File: src/assert_macros.svh
// Assertion macros shared by the evaluator RTL, clocked on clk and disabled in reset.
`ifndef ASSERT_MACROS_SVH
`define ASSERT_MACROS_SVH

`ifndef ASSERT_OFF

// Same-cycle implication: when ante holds, cons must hold at that edge.
`define DEE_ASSERT_IMP(lbl, ante, cons) \
  lbl: assert property (@(posedge clk) disable iff (!rst_n) (ante) |-> (cons)) \
    else $error("evaluator assertion failed");

// Next-cycle implication: when ante holds, cons must hold in the cycle after.
`define DEE_ASSERT_NXT(lbl, ante, cons) \
  lbl: assert property (@(posedge clk) disable iff (!rst_n) (ante) |=> (cons)) \
    else $error("evaluator assertion failed");

`else

`define DEE_ASSERT_IMP(lbl, ante, cons)
`define DEE_ASSERT_NXT(lbl, ante, cons)

`endif

`endif

File: src/dee_pkg.sv
// Package of types, codes and the reduction function of the digit expression evaluator.
`default_nettype none

package dee_pkg;

  localparam int STACK_DEPTH = 16;
  localparam int VALUE_WIDTH = 16;
  localparam int CNT_W       = $clog2(STACK_DEPTH + 1);

  typedef logic [VALUE_WIDTH-1:0] value_t;
  typedef logic [CNT_W-1:0]       cnt_t;
  typedef logic [1:0]             opc_t;
  typedef logic [1:0]             status_t;
  typedef logic [1:0]             sel_t;
  typedef logic [2:0]             act_t;

  localparam cnt_t DEPTH_CNT = CNT_W'(STACK_DEPTH);

  // Operator stack entry codes.
  localparam opc_t OP_PLUS  = 2'd0;
  localparam opc_t OP_MINUS = 2'd1;
  localparam opc_t OP_OTHER = 2'd2;
  localparam opc_t OP_OPEN  = 2'd3;

  // Result status codes.
  localparam status_t ST_OK       = 2'd0;
  localparam status_t ST_MISSING  = 2'd1;
  localparam status_t ST_OVERFLOW = 2'd2;
  localparam status_t ST_BRACKET  = 2'd3;

  // Character codes.
  localparam logic [7:0] CH_PLUS   = 8'h2B;
  localparam logic [7:0] CH_MINUS  = 8'h2D;
  localparam logic [7:0] CH_LPAREN = 8'h28;
  localparam logic [7:0] CH_RPAREN = 8'h29;
  localparam logic [7:0] CH_LBRACK = 8'h5B;
  localparam logic [7:0] CH_RBRACK = 8'h5D;
  localparam logic [7:0] CH_LBRACE = 8'h7B;
  localparam logic [7:0] CH_RBRACE = 8'h7D;
  localparam logic [7:0] CH_ZERO   = 8'd48;
  localparam logic [7:0] CH_NINE   = 8'd57;

  // Per-cell source select: keep, take from the neighbor nearer the top,
  // take from the neighbor below, or take from two below.
  localparam sel_t SEL_HOLD = 2'd0;
  localparam sel_t SEL_UP   = 2'd1;
  localparam sel_t SEL_DN   = 2'd2;
  localparam sel_t SEL_DN2  = 2'd3;

  // Stack actions for one transaction. On the operand stack, ACT_PUSH, ACT_REPL and
  // ACT_POP1 write a new top value; ACT_POP1 then also lifts the entries below.
  localparam act_t ACT_HOLD = 3'd0;
  localparam act_t ACT_PUSH = 3'd1;
  localparam act_t ACT_REPL = 3'd2;
  localparam act_t ACT_POP1 = 3'd3;
  localparam act_t ACT_POP2 = 3'd4;

  typedef struct packed {
    logic [7:0] char_code;
    logic       is_last;
  } in_t;

  typedef struct packed {
    logic signed [VALUE_WIDTH-1:0] result_value;
    status_t                       status;
  } out_t;

  // Stack tops captured on the last character for the final drain.
  typedef struct packed {
    opc_t    op_top;
    cnt_t    pc;
    cnt_t    oc;
    value_t  s0;
    value_t  s1;
    status_t err;
  } fin_t;

  function automatic value_t dee_alu(input opc_t op, input value_t a, input value_t b);
    value_t r;
    r = '0;
    case (op)
      OP_PLUS:  r = a + b;
      OP_MINUS: r = b - a;
      default:  r = '0;
    endcase
    return r;
  endfunction

endpackage

`default_nettype wire

File: src/dee_operand_cell.sv
// One entry of the operand stack shift chain.
`default_nettype none

module dee_operand_cell (
  input  wire              clk,
  input  dee_pkg::sel_t    sel,
  input  dee_pkg::value_t  up_val,
  input  dee_pkg::value_t  dn_val,
  output dee_pkg::value_t  val_r,
  output dee_pkg::value_t  val_nxt
);

  always_comb begin
    case (sel)
      dee_pkg::SEL_UP: val_nxt = up_val;
      dee_pkg::SEL_DN: val_nxt = dn_val;
      default:         val_nxt = val_r;
    endcase
  end

  always_ff @(posedge clk) begin
    val_r <= val_nxt;
  end

endmodule

`default_nettype wire

File: src/dee_operator_cell.sv
// One entry of the operator stack shift chain.
`default_nettype none

module dee_operator_cell (
  input  wire            clk,
  input  dee_pkg::sel_t  sel,
  input  dee_pkg::opc_t  up_val,
  input  dee_pkg::opc_t  dn_val,
  input  dee_pkg::opc_t  dn2_val,
  output dee_pkg::opc_t  val_r,
  output dee_pkg::opc_t  val_nxt
);

  always_comb begin
    case (sel)
      dee_pkg::SEL_UP:  val_nxt = up_val;
      dee_pkg::SEL_DN:  val_nxt = dn_val;
      dee_pkg::SEL_DN2: val_nxt = dn2_val;
      default:          val_nxt = val_r;
    endcase
  end

  always_ff @(posedge clk) begin
    val_r <= val_nxt;
  end

endmodule

`default_nettype wire

File: src/digit_expression_evaluator_unit.sv
// Top level of the digit expression evaluator: two shift-chain stacks and a drain stage.
// Throughput: one character per cycle, back to back, each decided against the stack tops in
// cells 0 and 1 with at most one reduction; the input stalls only while both result registers
// are full and out_stall is high. The edge accepting the last character fills the drain
// register, whose result loads the output register once that is empty or out_stall is low.
// Reset (rst_n low, synchronous) empties both stacks, clears the status and drops any result.
`default_nettype none
`include "assert_macros.svh"

module digit_expression_evaluator_unit (
  input  wire           clk,
  input  wire           rst_n,
  input  wire           in_valid,
  output logic          in_stall,
  input  dee_pkg::in_t  in_data,
  output logic          out_valid,
  input  wire           out_stall,
  output dee_pkg::out_t out_data
);

  // Stack occupancy and the sticky error of the expression in progress.
  dee_pkg::cnt_t    oc_r, oc_nxt, oc_c;
  dee_pkg::cnt_t    pc_r, pc_nxt, pc_c;
  dee_pkg::status_t err_r, err_nxt, err_c;

  // Cell outputs of both chains. Cell 0 is the top of each stack.
  dee_pkg::value_t opnd_q [dee_pkg::STACK_DEPTH];
  dee_pkg::value_t opnd_n [dee_pkg::STACK_DEPTH];
  dee_pkg::opc_t   oper_q [dee_pkg::STACK_DEPTH];
  dee_pkg::opc_t   oper_n [dee_pkg::STACK_DEPTH];

  // Drain stage and output register.
  dee_pkg::fin_t fin_r;
  logic          fin_valid_r, fin_valid_nxt;
  dee_pkg::out_t out_data_r, out_data_nxt;
  logic          out_valid_r, out_valid_nxt;

  logic accept;
  logic fin_adv;

  // Character classification.
  logic is_open, is_close, is_digit, red_en;
  dee_pkg::value_t digit_val, red_a, red_b, red_r;
  dee_pkg::opc_t   op_code;

  // Stack actions for this cycle, and the values written at the tops.
  dee_pkg::act_t   opnd_act, oper_act;
  dee_pkg::value_t opnd_new;
  dee_pkg::opc_t   oper_new;
  dee_pkg::cnt_t   pc_mid;
  dee_pkg::sel_t   opnd_sel_top, opnd_sel_body, oper_sel_top, oper_sel_body;

  // Final drain signals.
  logic             f_red;
  dee_pkg::value_t  f_a, f_b, f_r, f_val;
  dee_pkg::status_t f_err;
  dee_pkg::cnt_t    f_pcm;

  // ---------------------------------------------------------------------------
  // Handshake. The drain register is the skid point: a new transaction is
  // taken whenever that register is empty or about to move into the output
  // register, so characters keep streaming while a result waits downstream.
  // ---------------------------------------------------------------------------
  assign fin_adv  = fin_valid_r && (!out_valid_r || !out_stall);
  assign in_stall = fin_valid_r && !fin_adv;
  assign accept   = in_valid && !in_stall;

  // ---------------------------------------------------------------------------
  // Per-transaction decode. Every bracket segment of the operator stack holds
  // at most one pending operator, so a single reduction with the two top
  // operands finishes the work of one character.
  // ---------------------------------------------------------------------------
  always_comb begin
    is_open  = (in_data.char_code == dee_pkg::CH_LPAREN) ||
               (in_data.char_code == dee_pkg::CH_LBRACK) ||
               (in_data.char_code == dee_pkg::CH_LBRACE);
    is_close = (in_data.char_code == dee_pkg::CH_RPAREN) ||
               (in_data.char_code == dee_pkg::CH_RBRACK) ||
               (in_data.char_code == dee_pkg::CH_RBRACE);
    is_digit = (in_data.char_code >= dee_pkg::CH_ZERO) &&
               (in_data.char_code <= dee_pkg::CH_NINE);
    digit_val = dee_pkg::VALUE_WIDTH'(in_data.char_code - dee_pkg::CH_ZERO);

    if (in_data.char_code == dee_pkg::CH_PLUS) begin
      op_code = dee_pkg::OP_PLUS;
    end else if (in_data.char_code == dee_pkg::CH_MINUS) begin
      op_code = dee_pkg::OP_MINUS;
    end else begin
      op_code = dee_pkg::OP_OTHER;
    end

    // A close bracket or any operator reduces the pending operator, if the
    // top of the operator stack holds one rather than an open bracket.
    red_en = !is_open && !is_digit && (pc_r != '0) && (oper_q[0] != dee_pkg::OP_OPEN);
    red_a  = (oc_r != '0) ? opnd_q[0] : '0;
    red_b  = (oc_r >= dee_pkg::CNT_W'(2)) ? opnd_q[1] : '0;
    red_r  = dee_pkg::dee_alu(oper_q[0], red_a, red_b);
  end

  always_comb begin
    err_c    = err_r;
    oc_c     = oc_r;
    pc_c     = pc_r;
    opnd_act = dee_pkg::ACT_HOLD;
    opnd_new = digit_val;
    oper_act = dee_pkg::ACT_HOLD;
    oper_new = dee_pkg::OP_OPEN;
    pc_mid   = pc_r - dee_pkg::CNT_W'(red_en);

    if (is_open) begin
      if (pc_r < dee_pkg::DEPTH_CNT) begin
        oper_act = dee_pkg::ACT_PUSH;
        pc_c     = pc_r + dee_pkg::CNT_W'(1);
      end else if (err_c == dee_pkg::ST_OK) begin
        err_c = dee_pkg::ST_OVERFLOW;
      end
    end else if (is_digit) begin
      if (oc_r < dee_pkg::DEPTH_CNT) begin
        opnd_act = dee_pkg::ACT_PUSH;
        oc_c     = oc_r + dee_pkg::CNT_W'(1);
      end else if (err_c == dee_pkg::ST_OK) begin
        err_c = dee_pkg::ST_OVERFLOW;
      end
    end else begin
      if (red_en) begin
        // Missing operands read as zero; the ones present are consumed.
        opnd_new = red_r;
        if ((oc_r < dee_pkg::CNT_W'(2)) && (err_c == dee_pkg::ST_OK)) begin
          err_c = dee_pkg::ST_MISSING;
        end
        if (oc_r >= dee_pkg::CNT_W'(2)) begin
          opnd_act = dee_pkg::ACT_POP1;
          oc_c     = oc_r - dee_pkg::CNT_W'(1);
        end else if (oc_r != '0) begin
          opnd_act = dee_pkg::ACT_REPL;
        end else begin
          opnd_act = dee_pkg::ACT_PUSH;
          oc_c     = dee_pkg::CNT_W'(1);
        end
      end

      if (is_close) begin
        if (pc_mid != '0) begin
          oper_act = red_en ? dee_pkg::ACT_POP2 : dee_pkg::ACT_POP1;
          pc_c     = pc_mid - dee_pkg::CNT_W'(1);
        end else begin
          if (err_c == dee_pkg::ST_OK) begin
            err_c = dee_pkg::ST_BRACKET;
          end
          oper_act = red_en ? dee_pkg::ACT_POP1 : dee_pkg::ACT_HOLD;
          pc_c     = pc_mid;
        end
      end else begin
        oper_new = op_code;
        if (red_en) begin
          // The reduced operator's slot takes the new one.
          oper_act = dee_pkg::ACT_REPL;
        end else if (pc_r < dee_pkg::DEPTH_CNT) begin
          oper_act = dee_pkg::ACT_PUSH;
          pc_c     = pc_r + dee_pkg::CNT_W'(1);
        end else if (err_c == dee_pkg::ST_OK) begin
          err_c = dee_pkg::ST_OVERFLOW;
        end
      end
    end
  end

  // ---------------------------------------------------------------------------
  // Action to cell selects. The top cell takes the new value on a push or replace, and
  // the operand top also on a pop; the cells below shift as one chain.
  // ---------------------------------------------------------------------------
  always_comb begin
    opnd_sel_top  = dee_pkg::SEL_HOLD;
    opnd_sel_body = dee_pkg::SEL_HOLD;
    oper_sel_top  = dee_pkg::SEL_HOLD;
    oper_sel_body = dee_pkg::SEL_HOLD;
    if (accept) begin
      unique case (opnd_act) inside
        dee_pkg::ACT_PUSH: begin
          opnd_sel_top  = dee_pkg::SEL_UP;
          opnd_sel_body = dee_pkg::SEL_UP;
        end
        dee_pkg::ACT_REPL: begin
          opnd_sel_top = dee_pkg::SEL_UP;
        end
        dee_pkg::ACT_POP1: begin
          opnd_sel_top  = dee_pkg::SEL_UP;
          opnd_sel_body = dee_pkg::SEL_DN;
        end
        default: begin
          opnd_sel_top  = dee_pkg::SEL_HOLD;
          opnd_sel_body = dee_pkg::SEL_HOLD;
        end
      endcase
      unique case (oper_act) inside
        dee_pkg::ACT_PUSH: begin
          oper_sel_top  = dee_pkg::SEL_UP;
          oper_sel_body = dee_pkg::SEL_UP;
        end
        dee_pkg::ACT_REPL: begin
          oper_sel_top = dee_pkg::SEL_UP;
        end
        dee_pkg::ACT_POP1: begin
          oper_sel_top  = dee_pkg::SEL_DN;
          oper_sel_body = dee_pkg::SEL_DN;
        end
        dee_pkg::ACT_POP2: begin
          oper_sel_top  = dee_pkg::SEL_DN2;
          oper_sel_body = dee_pkg::SEL_DN2;
        end
        default: begin
          oper_sel_top  = dee_pkg::SEL_HOLD;
          oper_sel_body = dee_pkg::SEL_HOLD;
        end
      endcase
    end
  end

  // ---------------------------------------------------------------------------
  // The two stacks as chains of cells.
  // ---------------------------------------------------------------------------
  for (genvar i = 0; i < dee_pkg::STACK_DEPTH; i++) begin : g_cell
    dee_pkg::value_t opnd_up, opnd_dn;
    dee_pkg::opc_t   oper_up, oper_dn, oper_dn2;
    dee_pkg::sel_t   opnd_sel, oper_sel;

    if (i == 0) begin : g_top
      assign opnd_up  = opnd_new;
      assign oper_up  = oper_new;
      assign opnd_sel = opnd_sel_top;
      assign oper_sel = oper_sel_top;
    end else begin : g_body
      assign opnd_up  = opnd_q[i-1];
      assign oper_up  = oper_q[i-1];
      assign opnd_sel = opnd_sel_body;
      assign oper_sel = oper_sel_body;
    end

    if (i + 1 < dee_pkg::STACK_DEPTH) begin : g_dn
      assign opnd_dn = opnd_q[i+1];
      assign oper_dn = oper_q[i+1];
    end else begin : g_dn_end
      assign opnd_dn = '0;
      assign oper_dn = dee_pkg::OP_OPEN;
    end

    if (i + 2 < dee_pkg::STACK_DEPTH) begin : g_dn2
      assign oper_dn2 = oper_q[i+2];
    end else begin : g_dn2_end
      assign oper_dn2 = dee_pkg::OP_OPEN;
    end

    dee_operand_cell u_opnd (
      .clk     (clk),
      .sel     (opnd_sel),
      .up_val  (opnd_up),
      .dn_val  (opnd_dn),
      .val_r   (opnd_q[i]),
      .val_nxt (opnd_n[i])
    );

    dee_operator_cell u_oper (
      .clk     (clk),
      .sel     (oper_sel),
      .up_val  (oper_up),
      .dn_val  (oper_dn),
      .dn2_val (oper_dn2),
      .val_r   (oper_q[i]),
      .val_nxt (oper_n[i])
    );
  end

  // ---------------------------------------------------------------------------
  // Counters and status. The last character of an expression empties both
  // stacks at once; its tops travel on to the drain register instead.
  // ---------------------------------------------------------------------------
  always_comb begin
    oc_nxt  = oc_r;
    pc_nxt  = pc_r;
    err_nxt = err_r;
    if (accept) begin
      if (in_data.is_last) begin
        oc_nxt  = '0;
        pc_nxt  = '0;
        err_nxt = dee_pkg::ST_OK;
      end else begin
        oc_nxt  = oc_c;
        pc_nxt  = pc_c;
        err_nxt = err_c;
      end
    end
  end

  // ---------------------------------------------------------------------------
  // Final drain: reduce the last pending operator, flagging a missing operand, flag an
  // unclosed bracket, and pick the top operand (zero for an empty stack).
  // ---------------------------------------------------------------------------
  always_comb begin
    f_red = (fin_r.pc != '0) && (fin_r.op_top != dee_pkg::OP_OPEN);
    f_a   = (fin_r.oc != '0) ? fin_r.s0 : '0;
    f_b   = (fin_r.oc >= dee_pkg::CNT_W'(2)) ? fin_r.s1 : '0;
    f_r   = dee_pkg::dee_alu(fin_r.op_top, f_a, f_b);
    f_err = fin_r.err;
    if (f_red && (fin_r.oc < dee_pkg::CNT_W'(2)) && (f_err == dee_pkg::ST_OK)) begin
      f_err = dee_pkg::ST_MISSING;
    end
    f_pcm = fin_r.pc - dee_pkg::CNT_W'(f_red);
    if ((f_pcm != '0) && (f_err == dee_pkg::ST_OK)) begin
      f_err = dee_pkg::ST_BRACKET;
    end
    if (f_red) begin
      f_val = f_r;
    end else if (fin_r.oc != '0) begin
      f_val = fin_r.s0;
    end else begin
      f_val = '0;
    end
    out_data_nxt.result_value = f_val;
    out_data_nxt.status       = f_err;
  end

  always_comb begin
    fin_valid_nxt = fin_valid_r;
    if (accept && in_data.is_last) begin
      fin_valid_nxt = 1'b1;
    end else if (fin_adv) begin
      fin_valid_nxt = 1'b0;
    end
    out_valid_nxt = (out_valid_r && out_stall) || fin_valid_r;
  end

  always_ff @(posedge clk) begin
    if (!rst_n) begin
      oc_r        <= '0;
      pc_r        <= '0;
      err_r       <= dee_pkg::ST_OK;
      fin_valid_r <= 1'b0;
      out_valid_r <= 1'b0;
    end else begin
      oc_r        <= oc_nxt;
      pc_r        <= pc_nxt;
      err_r       <= err_nxt;
      fin_valid_r <= fin_valid_nxt;
      out_valid_r <= out_valid_nxt;
    end
  end

  // Payload registers of the drain and output stages.
  always_ff @(posedge clk) begin
    if (accept && in_data.is_last) begin
      fin_r.op_top <= oper_n[0];
      fin_r.pc     <= pc_c;
      fin_r.oc     <= oc_c;
      fin_r.s0     <= opnd_n[0];
      fin_r.s1     <= opnd_n[1];
      fin_r.err    <= err_c;
    end
    if (fin_adv) begin
      out_data_r <= out_data_nxt;
    end
  end

  assign out_valid = out_valid_r;
  assign out_data  = out_data_r;

  // ---------------------------------------------------------------------------
  // Assertions.
  // ---------------------------------------------------------------------------
  `DEE_ASSERT_IMP(a_cnt_range, 1'b1, (oc_r <= dee_pkg::DEPTH_CNT) && (pc_r <= dee_pkg::DEPTH_CNT))
  `DEE_ASSERT_NXT(a_last_clears, accept && in_data.is_last, fin_valid_r && (oc_r == '0) && (pc_r == '0) && (err_r == dee_pkg::ST_OK))
  `DEE_ASSERT_NXT(a_fin_holds, fin_valid_r && !fin_adv, fin_valid_r && $stable(fin_r))
  `DEE_ASSERT_NXT(a_fin_to_out, fin_adv, out_valid_r)

endmodule

`default_nettype wire

File: config.mk
export PLATFORM = sky130hd
export DESIGN_NAME = digit_expression_evaluator_unit
export DESIGN_NICKNAME = d
export VERILOG_FILES = /design/src/dee_pkg.sv /design/src/dee_operand_cell.sv /design/src/dee_operator_cell.sv /design/src/digit_expression_evaluator_unit.sv
export VERILOG_INCLUDE_DIRS = /design/src /design/src/src
export SDC_FILE = /design/constraint.sdc
export NUM_CORES = 1
export LEC_CHECK = 0
export ABC_AREA = 1
export BUFFER_PORTS_ARGS = -buffer_cell sky130_fd_sc_hd__buf_2
export CAP_MARGIN = 40
export CORE_AREA = 2 2 235 237
export CTS_CLUSTER_DIAMETER = 30
export DETAILED_ROUTE_END_ITERATION = 16
export DIE_AREA = 0 0 237 239
export PLACE_DENSITY = 0.48
export SLEW_MARGIN = 20
export SYNTH_ARGS = -nofsm -noshare
export SYNTH_HDL_FRONTEND = slang
export SYNTH_SLANG_ARGS = --single-unit
File: constraint.sdc
create_clock -name clk -period 18.25 [get_ports clk]
set_clock_uncertainty 0.15 [all_clocks]
set_input_delay 2.7375 -clock clk [delete_from_list [all_inputs] [get_ports clk]]
set_output_delay 2.7375 -clock clk [all_outputs]
set_load 0.01 [all_outputs]
== Word level (Yosys, flattened, before mapping) ==
Index checks and enable logic that the tools add are counted.

* $add $sub $neg: 11
* Multiplexer cells: 102
* Eq/ne operators: 29
* Reduce and logical (&&, ||, !) cells: 45
* $lt $le $gt $ge: 8

{| class="wikitable"
|+ Operator list
! operator !! count
|-
| $pmux 16 s2 || 18
|-
| $mux 16 || 8
|-
| $pmux 2 s3 || 17
|-
| $mux 5 || 14
|-
| $mux 2 || 29
|-
| $add 16x16->16 || 2
|-
| $eq 8x6->1 const B || 4
|-
| $eq 8x7->1 const B || 4
|-
| $sub 16x16->16 || 2
|-
| $reduce_bool 5->1 || 6
|-
| $mux 3 || 8
|-
| $logic_and 1x1->1 || 14
|-
| $eq 3x2->1 const B || 4
|-
| $logic_not 2->1 || 6
|-
| $add 5x1->5 const B || 2
|-
| $eq 2x1->1 const B || 5
|-
| $eq 2x2->1 const B || 5
|-
| $ge 5x2->1 const B || 2
|-
| $lt 5x2->1 const B || 2
|-
| $lt 5x5->1 const B || 2
|-
| $sub 5x1->5 || 2
|-
| $sub 5x1->5 const B || 2
|-
| $sub 8x6->9 const B || 1
|-
| $ge 8x6->1 const B || 1
|-
| 14 further kinds || 35
|}

* Register bits: 366
* Output and inout bits: 20
* Bits of input ports: 13
* Word-level logic and storage cells: 240

== Longest topological paths before layout ==
Gate-level depths: netlist of the first run.

* Depth after elaboration: 19
* Gate-level depth with buffers: 27
* Depth with buffers taken out: 25

== Modules after synthesis ==
From an unflattened synthesis of the first run, not the netlist that was laid out.

* Cells, all modules: 3362
* Area, all modules: 21755.9 sq um

{| class="wikitable"
|+ By module, submodules not included
! module !! area each (sq um) !! seq. area each (sq um) !! times used !! cells each
|-
| dee_operand_cell || 792.0 || 320.3 || 16 || 124
|-
| digit_expression_evaluator_unit || 6841.6 || 2202.1 || 1 || 962
|-
| dee_operator_cell || 140.1 || 40.0 || 16 || 26
|}

== Worst setup path after synthesis of the first run ==
OpenSTA, ideal clock, no wires.

* Path kind: input to register
* From: input port in_data[5] in the netlist's numbering
* To: register fin_r[8] in the netlist's numbering (data pin)
* Data required time: 17.519 ns
* Slack: 6.215 ns
* Arrival: 11.304 ns
* Library setup time: 0.581 ns
* Stages: 18
* Buffers on the path: 2
* Cells stage by stage: ha_1 -> inv_1 -> nand2_1 -> nand2_1 -> nor2_2 -> nor2_4 -> nand4_4 -> inv_2 -> o21ai_1 -> nand2_1 -> nand4_1 -> nor2_1 -> inv_1 -> ha_1 -> clkbuf_1 -> inv_1 -> clkbuf_1 -> o21ai_0

* Word-level cells in the longest chain between the ends: 15

{| class="wikitable"
|+ Ends and longest elaborated chain
! element !! RTL line !! RTL
|-
| start, declared || digit_expression_evaluator_unit.sv:15 || <nowiki>input dee_pkg::in_t in_data,</nowiki>
|-
| parallel branches: the longest is 9 deep, another holds $ge 8x6->1 || n/a ||
|-
| $mux 3 (*) || digit_expression_evaluator_unit.sv:110 || <nowiki>if (is_open) begin</nowiki>
|-
| $eq 3x2->1 (no line) / $eq 3x1->1 (equally long branches) || n/a ||
|-
| $pmux 2 s2 (*) || digit_expression_evaluator_unit.sv:178 || <nowiki>unique case (opnd_act) inside</nowiki>
|-
| $mux 2 (*) || digit_expression_evaluator_unit.sv:177 || <nowiki>if (accept) begin</nowiki>
|-
| $eq 2x2->1 / $eq 2x1->1 (equally long branches) || dee_operand_cell.sv:14 || <nowiki>case (sel)</nowiki>
|-
| $pmux 16 s2 (*) || dee_operand_cell.sv:14 ||
|-
| net g_cell[1].u_opnd.val_nxt[6] || dee_operand_cell.sv:10 || <nowiki>output dee_pkg::value_t val_nxt</nowiki>
|-
| end, declared || digit_expression_evaluator_unit.sv:33 || <nowiki>dee_pkg::fin_t fin_r;</nowiki>
|}

Mark *: on every way through the listed nets, which the timed path passes.
A chain may end at the register's enable or synchronous reset.

== Worst setup path after layout of the first run ==
* From: input port in_data[5] in the netlist's numbering
* To: register fin_r[15] in the netlist's numbering (data pin)

The elaborated chain is that of the path after synthesis.

==> results of run 1 <==
cells in the mapped netlist (all sizes together):
master    n
a211oi    2
a21boi    2
a21o      3
a21oi    79
a22oi     7
a31o      2
a31oi     7
and2      2
buf      18
clkbuf   61
clkinv    4
dfxtp    48
edfxtp  318
fa        2
ha       47
inv     215
nand2   839
nand3    81
nand3b    4
nand4    18
nor2    142
nor3     12
nor4      1
o211ai    7
o21a      1
o21ai   137
o21bai    5
o22ai    24
o31ai     5
o32ai     1
or2       5
xnor2     8
xor2     34
final cells by class:
class | count | area (µm²)
clock buffer | 109 | 2460
tap | 704 | 881
inverter | 219 | 837
sequential | 366 | 10500
timing repair buffer | 46 | 362
clock inverter | 57 | 732
fill | 5320 | 31500
multi-input combinational | 1477 | 7070
registers in the layout (all words and copies together) (netlist names):
| name | cells |
|---|---|
| out_valid | 1 |
| fin_valid_r | 1 |
| out_data | 18 |
| pc_r | 5 |
| err_r | 2 |
| fin_r | 46 |
| oc_r | 5 |
| g_cell.u_opnd.val_r | 256 |
| g_cell.u_oper.val_r | 32 |
per-layer routing:
metal,part of all wire (%),vias to the layer above
met1,50,6746
met5,0,-
met4,2.3,0
met2,43,257
met3,4.5,58
li1,-,7193
stage by stage:
stage	util, %	hold slack, ns	std cells	total power [µW]	instance area (µm²)
2_1_floorplan	-	0.307	2141	1480	18800
3_3_place_gp	35.9	0.329	2804	1610	19500
3_5_place_dp	36.1	0.331	2810	1620	19600
4_1_cts	42.0	0.342	2976	3300	22800
5_1_grt	42.0	0.360	2978	3440	22800
6_report	42.0	0.346	2978	3270	22800
placed cells by master, fill, tap and decap left out, drive strengths merged, types with 34 or more instances in the layout:
| master | count |
|---|---|
| a21oi | 79 |
| buf | 46 |
| clkbuf | 109 |
| clkinv | 36 |
| dfxtp | 48 |
| edfxtp | 318 |
| ha | 47 |
| inv | 218 |
| nand2 | 839 |
| nand3 | 81 |
| nor2 | 142 |
| o21ai | 137 |
| xor2 | 34 |
worst max-delay path: cells and delay by family:
kind | cells | cell delay, ns
buffers and inverters | 8 | 2.05
and+or+nand+nor | 9 | 1.44
adders and majority gates | 2 | 0.64
AOI/OAI and AO/OA | 3 | 0.36
power groups by stage:
| stage | Clock [µW] | Combinational [µW] | Sequential (µW) |
|---|---|---|---|
| after floorplan | 0 | 388 | 1090 |
| after global placement | 0 | 515 | 1100 |
| after detailed placement | 0 | 523 | 1100 |
| after CTS | 1690 | 526 | 1090 |
| after global routing | 1740 | 601 | 1100 |
| final | 1660 | 527 | 1090 |
cells by family (layout without fill, tap and decap cells):
| family | after synthesis | count (layout) | synth area share [%] |
|---|---|---|---|
| fa+ha+maj | 49 | 49 | 3.35 |
| xor+xnor | 42 | 42 | 1.96 |
| flops | 366 | 366 | 56.0 |
| buf+inv | 298 | 431 | 6.40 |
| compound gates | 282 | 282 | 8.25 |
| simple gates | 1104 | 1104 | 24.0 |
worst max path at each step:
stage / slack (ns) / end
final: 11.03 / fin_r[15]
after global placement: 10.08 / g_cell[14].u_opnd.val_r[9]
after floorplan: 6.21 / fin_r[8]
after global routing: 10.61 / g_cell[2].u_opnd.val_r[11]
after detailed placement: 10.26 / fin_r[10]
after CTS: 10.91 / fin_r[10]
==> out/results.md, run 1 <==
| Quantity | Value |
| --- | --- |
| Status | finished, final reports clean |
| Capturing element type of the critical path | flop |
| End of the worst hold path | err_r[1] |
| Minimum setup slack among reg-to-reg paths | 13.31 ns |
| TritonCTS clock tree | built |
| Synthesized instance count | 2141 |
| Class of the most critical hold timing path | reg2reg |
| Setup tns final | 0 ns |
| Worst setup path startpoint | in_data[5] |
| X dimension of the die | 237 µm |
| Height of the die | 239 µm |
| Antenna violations before repair | 0 |
| Met3 track demand over resource in global routing | 3.21% |
| Setup repair after global routing missed its margin | false |
| Post-synth cell types | 53 |
| Slew margin rel. | 43.3% |
| Worst hold path cell count | 2 |
| Number of rows in the core area | 86 |
| Worst Tran Pin Value | 0.848 ns |
| Fmax | 138 MHz |
| Average wire per standard cell | 14.5 µm |
| Most used routing layer in global routing | met2 |
| CTS H-tree depth | 3 |
| Routed Antenna Nets | 0 |
| Share of power burned in the clock network | 50.7% |
| DIE AREA | 56600 µm² |
| Critical path startpoint category | input pin |
| Setup Fix Bufs, Post-CTS | 0 |
| Clock slew at the register clock pins of the worst setup and hold paths | 0.04 ns |
| GRT met1 Usage | 21.5% |
| Slew Viols, Final | 0 |
| Launch instance of the worst min-delay path | err_r[1] |
| Pin count of the biggest net entering global routing | 123 |
| Mean instance size in the synthesized netlist | 8.76 µm² |
| Cell type contributing the most total cell area after synthesis | sky130_fd_sc_hd__edfxtp_1 |
| Number of clock sinks seen by CTS | 366 |
| Global route total overflow | 0 |
| Time the final worst path needs with I/O delays and setup | 7.22 ns |
| Netlist Area Pre-Place | 18800 µm² |
| Critical-path cell list | buf_2 -> ha_1 -> inv_1 -> nand2_1 -> nand2_1 -> nor2_2 -> nor2_4 -> nand4_4 -> inv_2 -> o21ai_1 -> nand2_1 -> nand4_1 -> nor2_1 -> inv_1 -> ha_4 -> inv_6 -> buf_16 -> buf_4 -> buf_12 -> o22ai_1 -> nand2_1 -> o21ai_0 |
| Leak pwr | 0.00973 µW |
| Post-CTS Resized | 0 |
| First drt pass iteration count | 5 |
| Starting Density | 34.5% |
| Number of antenna diodes | 0 |
| Count of port buffers added during placement | 32 |
| CTS max path bufs | 3 |
| Final HPWL from detailed placement | 28.6 mm |
| Sequential power share | 33.2% |
| Worst VDD drop | 68.7 µV |
| Fraction of power consumed by combinational cells | 16.1% |
| GRT Util Overall | 15.5% |
| Post-detailed-route via-to-cell ratio | 4.79 |
| Placement Setup Slack | 10.26 ns |
| Final hold vios | 0 |
| Internal power contribution | 2380 µW |
| Number of maximum-capacitance violations | 0 |
| Fraction of power spent switching nets | 27.2% |
| Worst-Skew Late Latency | 0.61 ns |
| Category of the critical setup timing path | in2reg |
| Worst Path Arrival | 7.40 ns |
| Gpl congestion | 0.836 |
| Standard cell core area | 54300 µm² |
| Reg-to-reg critical path endpoint | fin_r[15] |
| Worst Slack Setup Final | 11.03 ns |
| Cell types occupying the most area after synthesis | sky130_fd_sc_hd__edfxtp_1, sky130_fd_sc_hd__nand2_1, sky130_fd_sc_hd__dfxtp_1, sky130_fd_sc_hd__inv_1, sky130_fd_sc_hd__o21ai_0 |
| Number of setup violations in the final report | 0 |
| Number of CTS-inserted buffers | 93 |
| Pwr dens | 143 nW/µm² |
| P_sw | 889 µW |
| Critical-path cell with the highest stage delay | sky130_fd_sc_hd__buf_4 |
| Hold_buf cts | 0 |
| Number of vias in the routed layout | 14254 |
| Slowest stage delay, CP | 0.46 ns |
| NumNets Final | 2265 |
| Worst r2r src | pc_r[0] |
| I/O pins | 33 |
| CP Max Fanout | 101 |
| Via count of the first global-routing pass | 13991 |
| Required time worst endpoint | 18.43 ns |
| Final period utilization | 39.6% |
| M2 GR Usage | 23.5% |
| Number of synthesized register bits | 366 |
| Worst Reg-to-Reg Cells | 18 |
| Drt initial violations | 919 |
| Detailed-route wire length | 43.3 mm |
| Cell mode on critical path | sky130_fd_sc_hd__nand2_1 |
| Drt drc | 0 |
| Layout overhead on the synthesized area | 21.8% |
| Net Count, Synth | 2203 |
| Cell at the root of the clock tree | sky130_fd_sc_hd__clkbuf_16 |
| Register area share after synthesis | 56.0% |
| Area share of the largest cell type after synthesis | 50.9% |
| Global-route wire length before repair | 71.1 mm |
| Fraction of layout cells with a size suffix above 1 | 10.4% |
| Total number of yosys warnings | 0 |
No activity file was read; power rests on OpenSTA's default activity.
==> inputs of run 2 (changes only) <==
- ABC_AREA: 1 -> 0
- CORE_AREA: 2 2 235 237 -> 2 2 234 236
- DIE_AREA: 0 0 237 239 -> 0 0 236 238
- PLACE_DENSITY: 0.48 -> 0.5
- clock period: 18.25 -> 5.85 ns (I/O delays scaled with it)
==> out/results.md, run 2 <==
| Quantity | Value | vs previous |
| --- | --- | --- |
| Top delay family on crit path | compound AO/OA/AOI/OAI gates |  |
| Most used flip-flop cell after synthesis | sky130_fd_sc_hd__edfxtp_1 |  |
| CTS max path bufs | 3 | unchanged |
| First drt pass iteration count | 5 | unchanged |
| Fmax | 197 MHz |  |
| Net Count, Synth | 1581 | -28% |
| Worst Tran Pin Value | 1.16 ns | +0.313 ns |
| Count of buffering cells on the critical path with inverters included | 4 | -4 |
| Routed Antenna Nets | 0 | unchanged |
| Category of the critical setup timing path | reg2reg |  |
| Area share of the largest cell type after synthesis | 51.1% | +0.24 points |
| Number of vias in the routed layout | 12181 | -15% |
| Count of port buffers added during placement | 32 | unchanged |
| Mean instance size in the synthesized netlist | 12.3 µm² | +40% |
| Worst VDD drop | 345 µV | +400% |
| Share of power burned in the clock network | 52.1% | +1.4 points |
| Average wire per standard cell | 17.0 µm | +17% |
| Slew Viols, Final | 0 | unchanged |
| Gpl congestion | 0.822 | -1.6% |
| Total cell area at the placement stage | 19700 µm² | +0.49% |
| Required time worst endpoint | 6.04 ns | -12.39 ns |
| Hold_buf cts | 0 | unchanged |
| Fraction of power spent switching nets | 24.9% | -2.2 points |
| Post-synth cell types | 84 | +58% |
| Post-synth EDFFs | 318 | unchanged |
| TritonCTS clock tree | built |  |
| Post-detailed-route via-to-cell ratio | 5.20 | +8.7% |
| CTS H-tree depth | 3 | unchanged |
| Class of the most critical hold timing path | reg2reg |  |
| DIE AREA | 56200 µm² | -0.84% |
| Critical-path cell with the highest stage delay | sky130_fd_sc_hd__dfxtp_1 |  |
| GRT Util Overall | 14.2% | -1.3 points |
| P_sw | 2150 µW | +140% |
| Pin count of the biggest net entering global routing | 197 | +60% |
| Worst Reg-to-Reg Cells | 19 | +1 |
| Leak pwr | 0.00779 µW | -20% |
| Final core utilization | 42.0% | about the same |
| Biggest regs | g_cell.u_opnd.val_r x256, fin_r x46, g_cell.u_oper.val_r x32 |  |
| Number of maximum-capacitance violations | 0 | unchanged |
| Pwr dens | 384 nW/µm² | +170% |
| Antenna violations before repair | 7 | +7 |
| Final period utilization | 87.0% |  |
| Overall power consumption | 8630 µW | +160% |
| Cell type contributing the most total cell area after synthesis | sky130_fd_sc_hd__edfxtp_1 |  |
| List of most frequent post-synthesis cells | sky130_fd_sc_hd__edfxtp_1, sky130_fd_sc_hd__mux2_2, sky130_fd_sc_hd__nor2_1 |  |
| Global-route wire length before repair | 64.8 mm | -8.9% |
| Layout overhead on the synthesized area | 20.5% |  |
| Critical-path cell list | inv_1 -> ha_1 -> nor4b_2 -> a21oi_1 -> nand2_2 -> inv_2 -> ha_1 -> ha_1 -> and2_1 -> a21oi_1 -> o21ai_1 -> and2_1 -> inv_1 -> ha_1 -> nor3_1 -> o21ai_1 -> a311oi_4 -> buf_12 -> a31oi_1 |  |
| Setup repair after global routing missed its margin | false |  |
| Setup Fix Bufs, Post-CTS | 0 | unchanged |
| Number of CTS-inserted buffers | 81 | -13% |
| Cell mode on critical path | sky130_fd_sc_hd__ha_1 |  |
| Drt drc | 0 | unchanged |
| Synthesized instance count | 1519 | -29% |
| Worst hold path cell count | 2 | unchanged |
| Total number of yosys warnings | 0 | unchanged |
| Fraction of registers with async set or reset after synthesis | 0% | unchanged |
| CP Max Fanout | 58 | -43% |
| Post-route insts no fill | 2342 | -21% |
| Slew margin rel. | 22.6% | -21 points |
| Number of setup violations in the final report | 0 | unchanged |
| Cell types occupying the most area after synthesis | sky130_fd_sc_hd__edfxtp_1, sky130_fd_sc_hd__mux2_2, sky130_fd_sc_hd__dfxtp_1, sky130_fd_sc_hd__ha_1, sky130_fd_sc_hd__nor2_1 |  |
| I/O pins | 33 | unchanged |
| Critical path startpoint category | flop |  |
| Most flops, register | g_cell.u_opnd.val_r |  |
| Clock slew at the register clock pins of the worst setup and hold paths | 0.05 ns | about the same |
| NumNets Final | 1641 | -28% |
| Max FFs per register | 256 | unchanged |
| Sequential power share | 37.8% | +4.6 points |
| Standard cell core area | 53500 µm² | -1.6% |
| Placement Setup Slack | 0.196 ns | -10.06 ns |
| Height of the die | 238 µm | -0.42% |
| Fraction of power consumed by combinational cells | 10.1% | -6.0 points |
| Number of clock sinks seen by CTS | 366 | unchanged |
| Final HPWL from detailed placement | 26.7 mm | -6.8% |
| Minimum setup slack among reg-to-reg paths | 0.76 ns | -12.55 ns |
| Via count of the first global-routing pass | 12365 | -12% |
| Cell at the root of the clock tree | sky130_fd_sc_hd__clkbuf_16 |  |
| Internal power contribution | 6480 µW | +170% |
| Detailed-route wire length | 39.9 mm | -7.8% |
| Number of antenna diodes | 0 | unchanged |
| Commonest cells after routing, fill and taps aside | sky130_fd_sc_hd__edfxtp_1, sky130_fd_sc_hd__mux2_2, sky130_fd_sc_hd__nor2_1, sky130_fd_sc_hd__nand2_1, sky130_fd_sc_hd__clkbuf_16 |  |
| Status | finished, final reports clean |  |
| Time the final worst path needs with I/O delays and setup | 5.09 ns |  |
| Commonest non-fill, non-tap cell in the layout | sky130_fd_sc_hd__edfxtp_1 |  |
| Worst-Skew Late Latency | 0.61 ns | about the same |
| Post-CTS Resized | 0 | unchanged |
| Register area share after synthesis | 56.3% | +0.26 points |
| X dimension of the die | 236 µm | -0.42% |
| Number of rows in the core area | 85 | -1.2% |
| Final cell area excluding filler cells | 22500 µm² | -1.6% |
| Fraction of layout cells with a size suffix above 1 | 26.5% | +16 points |
| Most frequently used cell type in the post-synthesis netlist | sky130_fd_sc_hd__edfxtp_1 |  |
| Worst Slack Setup Final | 0.762 ns | -10.27 ns |
| Global route total overflow | 0 | unchanged |
| Starting Density | 34.9% | +0.38 points |
| Final hold vios | 0 | unchanged |
| Worst Path Arrival | 5.28 ns | -2.12 ns |
| Capturing element type of the critical path | flop |  |
| Slowest stage delay, CP | 0.45 ns | about the same |
| Number of synthesized register bits | 366 | unchanged |
| Placed cells | 2191 | -22% |
| Drt initial violations | 753 | -18% |
| Count of cell instances traversed by the critical path | 19 | -14% |
| Netlist Area Pre-Place | 18700 µm² | -0.46% |
## run 2: cell count changes after synthesis, sizes merged, moves of 35 or more
cell,delta
nand2,-741
mux2,+209
inv,-174
o21ai,-66
nand3,-43
nor2,-35
## run 2: path summary, 6_finish.rpt
path,start,endpoint
min,fin_valid_r,out_valid
max,pc_r[1],g_cell[14].u_oper.val_r[1]
max reg2reg,pc_r[1],g_cell[14].u_oper.val_r[1]
min reg2reg,fin_valid_r,out_valid
## run 2: routing by layer
metal | vias up | wire (µm) | global-route usage [%] | share of wire [%]
met3 | 84 | 2150 | 3.78 | 5.4
met2 | 259 | 17800 | 22.1 | 45
met5 | - | 41 | 0 | 0.10
li1 | 5886 | - | - | -
met4 | 8 | 1040 | 5.46 | 2.6
met1 | 5944 | 18900 | 19.0 | 47
## run 2: metrics by stage
stage          hold WS (ns)  setup TNS [ns]
2_1_floorplan         0.310         -152.80
3_3_place_gp          0.336               0
3_5_place_dp          0.351               0
4_1_cts               0.366               0
5_1_grt               0.409               0
6_report              0.363               0
## run 2: area by class of cell
class / instances / area (µm²)
well taps: 696 / 871
inverters: 41 / 165
clock inverters: 55 / 651
clock buffers: 95 / 2120
flip-flops and latches: 366 / 10500
repair buffers: 54 / 392
fillers: 4979 / 31000
multi-input cells: 1035 / 7780
## run 2: power groups by stage
stage          combinational (µW)  clock, µW  sequential [µW]
6_report                      870       4500             3260
5_1_grt                       975       4760             3290
4_1_cts                       869       4610             3260
3_5_place_dp                  864          0             3310
3_3_place_gp                  849          0             3310
2_1_floorplan                 682          0             3220
## run 2: worst min-delay path, stage by stage, from the launching register on
cell	delay, ns
sky130_fd_sc_hd__dfxtp_1	0.33
sky130_fd_sc_hd__a21oi_1	0.05
sky130_fd_sc_hd__nor2b_1	0.09
## run 2: cells by family (layout without fill, tap and decap cells)
logic type	Yosys count	after routing	synth area share (%)
AOI/OAI and AO/OA	306	306	10.9
xor gates and xnor gates	41	41	1.92
adders and majority gates	49	49	3.36
buffers and inverters	118	245	2.65
DFF	366	366	56.3
muxes	237	237	14.1
and+or+nand+nor	402	402	10.7
==> inputs of run 3 (changes only) <==
- CORE_AREA: 2 2 234 236 -> 2 2 242 244
- DIE_AREA: 0 0 236 238 -> 0 0 244 246
- SYNTH_HIERARCHICAL: unset -> 1
==> out/results.md, run 3 <==
| Quantity | Value | vs previous |
| --- | --- | --- |
| Status | finished, final reports clean |  |
| CTS max path bufs | 3 | unchanged |
| Height of the die | 246 µm | +3.4% |
| Fraction of registers with async set or reset after synthesis | 0% | unchanged |
| Antenna violations before repair | 0 | -7 |
| Post-detailed-route via-to-cell ratio | 5.29 | +1.7% |
| Cell types occupying the most area after synthesis | sky130_fd_sc_hd__dfxtp_1, sky130_fd_sc_hd__a22oi_2, sky130_fd_sc_hd__edfxtp_1, sky130_fd_sc_hd__nand2_1, sky130_fd_sc_hd__ha_1 |  |
| Clock slew at the register clock pins of the worst setup and hold paths | 0.05 ns | about the same |
| Number of maximum-capacitance violations | 0 | unchanged |
| Most frequently used cell type in the post-synthesis netlist | sky130_fd_sc_hd__nand2_1 |  |
| Number of clock sinks seen by CTS | 366 | unchanged |
| Final hold slack | 0.317 ns | -0.0464 ns |
| Cell type contributing the most total cell area after synthesis | sky130_fd_sc_hd__dfxtp_1 |  |
| Netlist Area Pre-Place | 19900 µm² | +6.5% |
| Total number of yosys warnings | 6 | +6 |
| Biggest regs | g_cell.u_opnd/val_r x256, fin_r x46, g_cell.u_oper/val_r x32 |  |
| List of most frequent post-synthesis cells | sky130_fd_sc_hd__nand2_1, sky130_fd_sc_hd__dfxtp_1, sky130_fd_sc_hd__o21ai_0 |  |
| Number of setup violations in the final report | 0 | unchanged |
| Via count of the first global-routing pass | 15126 | +22% |
| Number of antenna diodes | 0 | unchanged |
| Fmax | 197 MHz | +0.34% |
| X dimension of the die | 244 µm | +3.4% |
| Setup repair after global routing missed its margin | false |  |
| Most used flip-flop cell after synthesis | sky130_fd_sc_hd__dfxtp_1 |  |
| Worst VDD drop | 223 µV | -36% |
| Category of the critical setup timing path | reg2reg |  |
| Count of port buffers added during placement | 32 | unchanged |
| Worst-Skew Late Latency | 0.63 ns | +0.02 ns |
| Number of CTS-inserted buffers | 86 | +6.2% |
| Post-synth EDFFs | 64 | -80% |
| Required time worst endpoint | 6.16 ns | +0.12 ns |
| Critical-path cell list | inv_1 -> ha_1 -> nor4b_1 -> a21oi_1 -> nand3_1 -> inv_1 -> ha_1 -> ha_1 -> ha_1 -> nand2_1 -> o31ai_4 -> inv_1 -> ha_1 -> a21oi_1 -> o21ai_0 -> a21oi_4 -> buf_4 -> mux4_1 |  |
| Drt initial violations | 1065 | +41% |
| First drt pass iteration count | 7 | +2 |
| Fraction of layout cells with a size suffix above 1 | 21.9% | -4.6 points |
| Post-CTS Resized | 0 | unchanged |
| Synthesized instance count | 2027 | +33% |
| Placement Setup Slack | 0.302 ns | +0.106 ns |
| Drt drc | 0 | unchanged |
| Number of rows in the core area | 88 | +3.5% |
| Class of the most critical hold timing path | reg2reg |  |
| Worst Tran Pin Value | 0.865 ns | -0.296 ns |
| Cell mode on critical path | sky130_fd_sc_hd__ha_1 |  |
| Final HPWL from detailed placement | 36.9 mm | +38% |
| Final hold vios | 0 | unchanged |
| CP Max Fanout | 30 | -48% |
| Gpl congestion | 0.836 | +1.7% |
| Detailed-route wire length | 51.1 mm | +28% |
| Slew margin rel. | 42.4% | +20 points |
| Commonest cells after routing, fill and taps aside | sky130_fd_sc_hd__nand2_1, sky130_fd_sc_hd__dfxtp_1, sky130_fd_sc_hd__o21ai_0, sky130_fd_sc_hd__a22oi_2, sky130_fd_sc_hd__o21ai_1 |  |
| Mean instance size in the synthesized netlist | 9.81 µm² | -20% |
| CTS H-tree depth | 3 | unchanged |
| Slowest stage delay, CP | 0.63 ns | +0.18 ns |
| Capturing element type of the critical path | flop |  |
| Worst hold path cell count | 2 | unchanged |
| Final period utilization | 86.7% | -0.29 points |
| Standard cell core area | 57400 µm² | +7.2% |
| Fill cell count | 5539 | +11% |
| I/O pins | 33 | unchanged |
| Average wire per standard cell | 17.5 µm | +2.8% |
| Critical-path cell with the highest stage delay | sky130_fd_sc_hd__mux4_1 |  |
| Leak pwr | 0.00795 µW | +2.0% |
| Worst Slack Setup Final | 0.779 ns | +0.0171 ns |
| Starting Density | 34.6% | -0.25 points |
| Area share of the largest cell type after synthesis | 30.4% | -21 points |
| Worst Path Arrival | 5.38 ns | +0.10 ns |
| Critical path startpoint category | flop |  |
| Overall power consumption | 8570 µW | -0.74% |
| Cell at the root of the clock tree | sky130_fd_sc_hd__clkbuf_16 |  |
| Most flops, register | g_cell.u_opnd/val_r |  |
| Register area share after synthesis | 40.1% | -16 points |
| Global route total overflow | 0 | unchanged |
| Slew Viols, Final | 0 | unchanged |
| Setup Fix Bufs, Post-CTS | 0 | unchanged |
| Commonest non-fill, non-tap cell in the layout | sky130_fd_sc_hd__nand2_1 |  |
| TritonCTS clock tree | built |  |
| Setup tns final | 0 ns | unchanged |
| NumNets Final | 2173 | +32% |
| Pin count of the biggest net entering global routing | 34 | -83% |
| Max FFs per register | 256 | unchanged |
| Worst Reg-to-Reg Cells | 18 | -1 |
| Post-synth cell types | 82 | -2.4% |
| Time the final worst path needs with I/O delays and setup | 5.07 ns | -0.0171 ns |
| Number of synthesized register bits | 366 | unchanged |
| Global-route wire length before repair | 83.0 mm | +28% |
| Layout overhead on the synthesized area | 19.2% |  |
| Number of vias in the routed layout | 15426 | +27% |
| Routed Antenna Nets | 0 | unchanged |
| Hold_buf cts | 0 | unchanged |
| DIE AREA | 60000 µm² | +6.9% |
| Pwr dens | 362 nW/µm² | -5.7% |
| GRT Util Overall | 17.0% | +2.8 points |
[run 3: cell count changes in the layout (fill, tap and decap cells not counted), moves of 30 or more]
cell	delta
sky130_fd_sc_hd__a21oi_1	-30
sky130_fd_sc_hd__a22oi_1	+79
sky130_fd_sc_hd__a22oi_2	+159
sky130_fd_sc_hd__dfxtp_1	+254
sky130_fd_sc_hd__edfxtp_1	-254
sky130_fd_sc_hd__ha_1	+34
sky130_fd_sc_hd__mux2_2	-208
sky130_fd_sc_hd__mux4_1	+32
sky130_fd_sc_hd__nand2_1	+235
sky130_fd_sc_hd__nor2_1	-33
sky130_fd_sc_hd__o21ai_0	+99
sky130_fd_sc_hd__o21ai_1	+108
sky130_fd_sc_hd__o21ai_2	+48
[run 3: logic make-up (layout without fill, tap and decap cells)]
kind of cell,count (synthesis),after routing,synth area share [%]
muxes,36,36,4.44
other,2,24,0.0378
adders and majority gates,79,79,5.05
DFF,366,366,40.1
buffers and inverters,203,305,7.11
and+or+nand+nor,543,543,12.1
xor gates and xnor gates,49,49,2.16
AOI/OAI and AO/OA,749,749,29.0
[run 3: stage by stage]
stage / cells / area, µm² / util, %
finish: 2916 / 23700 / 41.3
global route: 2916 / 23700 / 41.3
CTS: 2904 / 23500 / 41.0
detailed placement: 2746 / 20400 / 35.5
global placement: 2734 / 20200 / 35.2
floorplan: 2049 / 20000 / -
[run 3: path summary, 6_finish.rpt]
check	from	end	slack [ns]
hold / removal	g_cell[15].u_opnd/val_r[13]	g_cell[15].u_opnd/val_r[13]	0.32
setup reg to reg	pc_r[0]	g_cell[8].u_oper/val_r[0]	0.78
hold reg to reg	g_cell[15].u_opnd/val_r[13]	g_cell[15].u_opnd/val_r[13]	0.32
setup / recovery	pc_r[0]	g_cell[8].u_oper/val_r[0]	0.78
[run 3: layer usage]
layer / routed length (µm) / share of wire [%] / global-route usage [%]
met2: 24700 / 48 / 28.9
met3: 1930 / 3.8 / 3.56
met4: 1250 / 2.4 / 6.03
met1: 23100 / 45 / 21.4
met5: 0 / 0 / 0
[run 3: critical path: cells and delay by family (launching register included)]
family          cells  cell delay (ns)
compound gates      5             0.95
fa+ha+maj           5             1.27
buf+inv             4             0.77
flops               1             0.36
mux                 1             0.63
simple gates        3             0.79
[run 3: power by group]
part           internal [µW]  total, µW  switching (µW)
logic                    319        780             461
registers               2660       2740            78.8
clock network           3510       5050            1540
[run 3: final cells by class]
type / count / area [µm²] / share of cell area [%]
Multi-Input combinational cell: 1480 / 10600 / 44.9
Sequential cell: 366 / 7970 / 33.6
Clock buffer: 110 / 2420 / 10.2
Tap cell: 765 / 957 / 4.04
Timing Repair Buffer: 92 / 781 / 3.30
Clock inverter: 48 / 707 / 2.98
Inverter: 55 / 206 / 0.872
